==> src/rtl/tst_pkg.sv <==
// ----------------------------------------------------------------------------
// tst_pkg
// Shared widths, operation codes and slot entry layout for the timer slot table.
// ----------------------------------------------------------------------------
package tst_pkg;

    localparam int KIND_W        = 2;
    localparam int TIME_W        = 48;
    localparam int MS_W          = 24;
    localparam int TAG_W         = 16;
    localparam int ID_W          = 16;
    localparam int RSLOT_W       = 8;
    localparam int PROD_W        = 34;
    localparam int US_PER_MS     = 1000;
    localparam int SLOTS_DEFAULT = 128;

    localparam logic [KIND_W-1:0] KIND_SCHEDULE = 2'd0;
    localparam logic [KIND_W-1:0] KIND_DELETE   = 2'd1;
    localparam logic [KIND_W-1:0] KIND_NEXT     = 2'd2;
    localparam logic [KIND_W-1:0] KIND_RUN      = 2'd3;

    typedef struct packed {
        logic              active;
        logic [TIME_W-1:0] deadline;
        logic [TAG_W-1:0]  tag;
    } tst_entry_t;

    localparam int ENTRY_W = $bits(tst_entry_t);

endpackage

==> src/rtl/tst_deadline.sv <==
// ----------------------------------------------------------------------------
// tst_deadline
// Deadline arithmetic: registered ms to us product, then saturating add to now.
// ----------------------------------------------------------------------------
module tst_deadline (
    input  logic                      clk,
    input  logic [tst_pkg::TIME_W-1:0] now_us,
    input  logic [tst_pkg::MS_W-1:0]   delay_ms,
    output logic [tst_pkg::TIME_W-1:0] deadline
);

    logic [tst_pkg::PROD_W-1:0]  prod_reg;
    logic [tst_pkg::PROD_W-1:0]  prod_next;
    logic [tst_pkg::TIME_W:0]    sum;

    assign prod_next = tst_pkg::PROD_W'(delay_ms) * tst_pkg::PROD_W'(tst_pkg::US_PER_MS);

    always_ff @(posedge clk)
    begin
        prod_reg <= prod_next;
    end

    assign sum = {1'b0, now_us} + (tst_pkg::TIME_W + 1)'(prod_reg);

    // saturate past the top of the time range
    assign deadline = sum[tst_pkg::TIME_W] ? {tst_pkg::TIME_W{1'b1}}
                                           : sum[tst_pkg::TIME_W-1:0];

endmodule

==> config.mk <==
export PLATFORM = sky130hd
export DESIGN_NAME = tst_deadline
export DESIGN_NICKNAME = d
export VERILOG_FILES = /design/src/rtl/tst_pkg.sv /design/src/rtl/tst_deadline.sv
export SDC_FILE = /design/constraint.sdc
export NUM_CORES = 1
export LEC_CHECK = 0
export ABC_CLOCK_PERIOD_IN_PS = 6000
export BUFFER_PORTS_ARGS = -buffer_cell sky130_fd_sc_hd__buf_2
export CAP_MARGIN = 20
export CELL_PAD_IN_SITES_DETAIL_PLACEMENT = 0
export CELL_PAD_IN_SITES_GLOBAL_PLACEMENT = 1
export CORE_MARGIN = 1
export CORE_UTILIZATION = 44
export CTS_CLUSTER_DIAMETER = 30
export CTS_CLUSTER_SIZE = 14
export DETAILED_ROUTE_END_ITERATION = 10
export PLACE_DENSITY_LB_ADDON = 0.1
export SLEW_MARGIN = 20
export SYNTH_ARGS = -nofsm -noshare
export SYNTH_HDL_FRONTEND = slang
export SYNTH_SLANG_ARGS = --single-unit
==> constraint.sdc <==
create_clock -name clk -period 6 [get_ports clk]
set_clock_uncertainty 0.2 [all_clocks]
set_input_delay 0.3 -clock clk [delete_from_list [all_inputs] [get_ports clk]]
set_output_delay 0.3 -clock clk [all_outputs]
set_load 0.02 [all_outputs]
==> results.sh <==
export IMPL_synth_edf_count=0
export IMPL_worst_pin_slew_ns=0.549
export IMPL_cap_violations=0
export IMPL_synth_top_area_cell="fa_1"
export IMPL_remaining_drc_errors=0
export IMPL_place_congestion=0.892
export IMPL_antenna_left=0
export IMPL_finalCritPeriodShare_pct=85.5
export IMPL_synthToLayoutAreaGrowth_pct=14.2
export IMPL_worstPathRequired_ns=6.00
export IMPL_path_common_cell="fa_1"
export IMPL_synthesis_nets=1000
export IMPL_power_density_nw_per_um2=554
export IMPL_crit_buf_inv=3
export IMPL_cts_tree="built"
export IMPL_critPathMaxStageDelay_ns=0.53
export IMPL_grt_setup_unrepaired="false"
export IMPL_synth_async_reset_ratio_pct=0
export IMPL_cts_repair_resized=0
export IMPL_pin_count=121
export IMPL_cts_sinks=31
export IMPL_chipHeight_um=124
export IMPL_dp_hpwl_mm=12.9
export IMPL_holdBufCountCts=0
export IMPL_hold_path_class="in -> reg"
export IMPL_viasPerCell=5.07
export IMPL_netlist_area_um2=6520
export IMPL_status="finished, final reports clean"
export IMPL_vias=5294
export IMPL_fin_crit_ns=5.13
export IMPL_cp_cell_sequence="buf_2 -> inv_1 -> fa_1 -> fa_1 -> fa_1 -> fa_1 -> inv_1 -> ha_1 -> and4_1 -> a21o_1 -> a211oi_1 -> o221ai_1 -> o311a_1 -> o31a_1 -> nand4_1 -> nand2_1 -> a21oi_1 -> xnor2_1"
export IMPL_htreeDepth=2
export IMPL_arrival_ns=5.13
export IMPL_dieArea_um2=15300
export IMPL_relSlewSlack_pct=63.4
export IMPL_synth_seq_area_share_pct=9.51
export IMPL_synth_top_area_share_pct=26.7
export IMPL_path_delay_family="adder cells"
export IMPL_timing_setup_tns_ns=0
export IMPL_largest_reg_flops=31
export IMPL_syn_inst=740
export IMPL_cts_made_buffers=5
export IMPL_initial_core_util_pct=45.0
export IMPL_first_pass_iters=4
export IMPL_nNetsFinal=1119
export IMPL_yosys_warnings=0
export IMPL_ys_types=53
export IMPL_grt_ovfl_total=0
export IMPL_cpMaxStageDelayCell="fa_1"
export IMPL_finalSetupViolations=0
export IMPL_finalHoldViolCount=0
export IMPL_place_ws_ns=0.572
export IMPL_ys_flop_type="dfxtp_1"
export IMPL_drive_above_1_share_pct=17.0
export IMPL_drt_first_iter_violations=166
export IMPL_path_max_fanout=4
export IMPL_routed_wl_mm=14.4
export IMPL_grt_pass1_vias=5108
export IMPL_nFillCells=1393
export IMPL_end_kind="register"
export IMPL_synth_area_leaders="fa_1 (27%), ha_1 (19%), dfxtp_1 (9.5%), inv_1 (7.5%), xnor2_1 (4.4%)"
export IMPL_grt_max_degree=37
export IMPL_io_buffers=120
export IMPL_antenna_found_initial=1
export IMPL_clkTransAtPathRegs_ns=0.05
export IMPL_rows=44
export IMPL_cts_buffer_depth=2
export IMPL_grt_util_all_layers_pct=18.9
export IMPL_ys_seq_elements=31
export IMPL_fmaxAchievable_mhz=195
export IMPL_avgRoutedWirePerCell_um=13.7
export IMPL_core_um2=14500
export IMPL_avgSynthCellArea_um2=8.81
export IMPL_die_x_um=124
export IMPL_start_kind="input port"
export IMPL_root_buffer="clkbuf_16"
export IMPL_peakVddDrop_v=0.000212
export IMPL_path_class="in -> reg"
export IMPL_grt_pass1_wl_mm=23.1
export IMPL_power_leakage_uw=0.00397
export IMPL_cts_setup_buffers=0
export IMPL_setup_ws_ns=0.872
export IMPL_drv_slew=0
## synthesized netlist by cell type (2+ instances only)
library cell / instances
nand2b_1: 12
a31oi_1: 7
or2_2: 3
nand3_1: 11
xnor2_1: 33
mux2_2: 2
o21bai_1: 5
nor2_1: 31
o21a_1: 10
o21ai_0: 29
o211ai_1: 3
xor2_1: 25
inv_1: 130
clkbuf_1: 4
or3_1: 2
o31a_1: 3
nor3_1: 7
dfxtp_1: 31
nor2b_1: 6
ha_1: 100
buf_2: 3
nand2_2: 10
nand2_1: 55
a2111oi_0: 3
a21oi_1: 48
a211oi_1: 3
nand4_1: 8
a21o_1: 30
and3_1: 13
fa_1: 87
and2_1: 2
buf_6: 2
a21boi_0: 2
## area by class of cell
class | instances | area [µm²] | share of cell area (%)
Multi-Input combinational cell | 570 | 5360 | 72.0
Sequential cell | 31 | 621 | 8.33
Timing Repair Buffer | 121 | 608 | 8.16
Inverter | 130 | 488 | 6.55
Tap cell | 184 | 230 | 3.09
Clock buffer | 7 | 133 | 1.78
Clock inverter | 1 | 5.00 | 0.0672
Antenna cell | 1 | 2.50 | 0.0336
## cells in the final DEF, fill, tap and decap left out, types with 5 or more instances in the layout
cell type	n
nor2_1	31
inv_1	130
fa_1	87
xor2_1	25
buf_2	120
nand2_1	55
o21a_1	10
o21bai_1	5
nand2b_1	12
ha_1	100
nand4_1	8
nand3_1	11
a21oi_1	48
nor3_1	7
and3_1	13
nor2b_1	6
a21o_1	30
clkbuf_16	5
xnor2_1	33
o21ai_0	29
a31oi_1	7
dfxtp_1	31
nand2_2	10
## metrics by stage
step	utilization [%]	cells	power [µW]	hold WS [ns]	cell area, µm²
after floorplan	-	740	3070	0.128	6520
after global placement	50.5	1036	3880	0.292	7310
after detailed placement	50.5	1036	3900	0.305	7310
after CTS	51.4	1044	4150	0.0226	7450
after global routing	51.4	1045	4610	0.0324	7450
final	51.4	1045	4120	0.0214	7450
## report_power, final
part / internal (µW) / leakage [µW] / switching (µW) / total (µW)
sequential: 342 / 0.000262 / 39.1 / 381
clock: 152 / 0.0000679 / 78.5 / 231
combinational: 1480 / 0.00364 / 2040 / 3510
total: 1970 / 0.00397 / 2150 / 4120
## cell families after synthesis
group	count (synthesis)	synth area share, %
xor+xnor	58	7.79
fa+ha+maj	187	45.9
simple gates	165	12.3
mux	2	0.345
buf+inv	139	8.29
flops	31	9.51
compound gates	158	15.9
## layer usage
layer / up-vias / GRT usage, % / part of all wire, %
met4: 0 / 4.67 / 1.7
met5: - / 0 / 0
met3: 17 / 1.60 / 4.7
met1: 2468 / 27.1 / 49
met2: 122 / 30.7 / 45
li1: 2687 / - / -
## final timing paths
path / start / end / cells past startpoint
setup / recovery: delay_ms[8] / prod_reg[33] / 18
hold / removal: delay_ms[0] / prod_reg[3] / 1
Power figures use the tool's default switching activity.
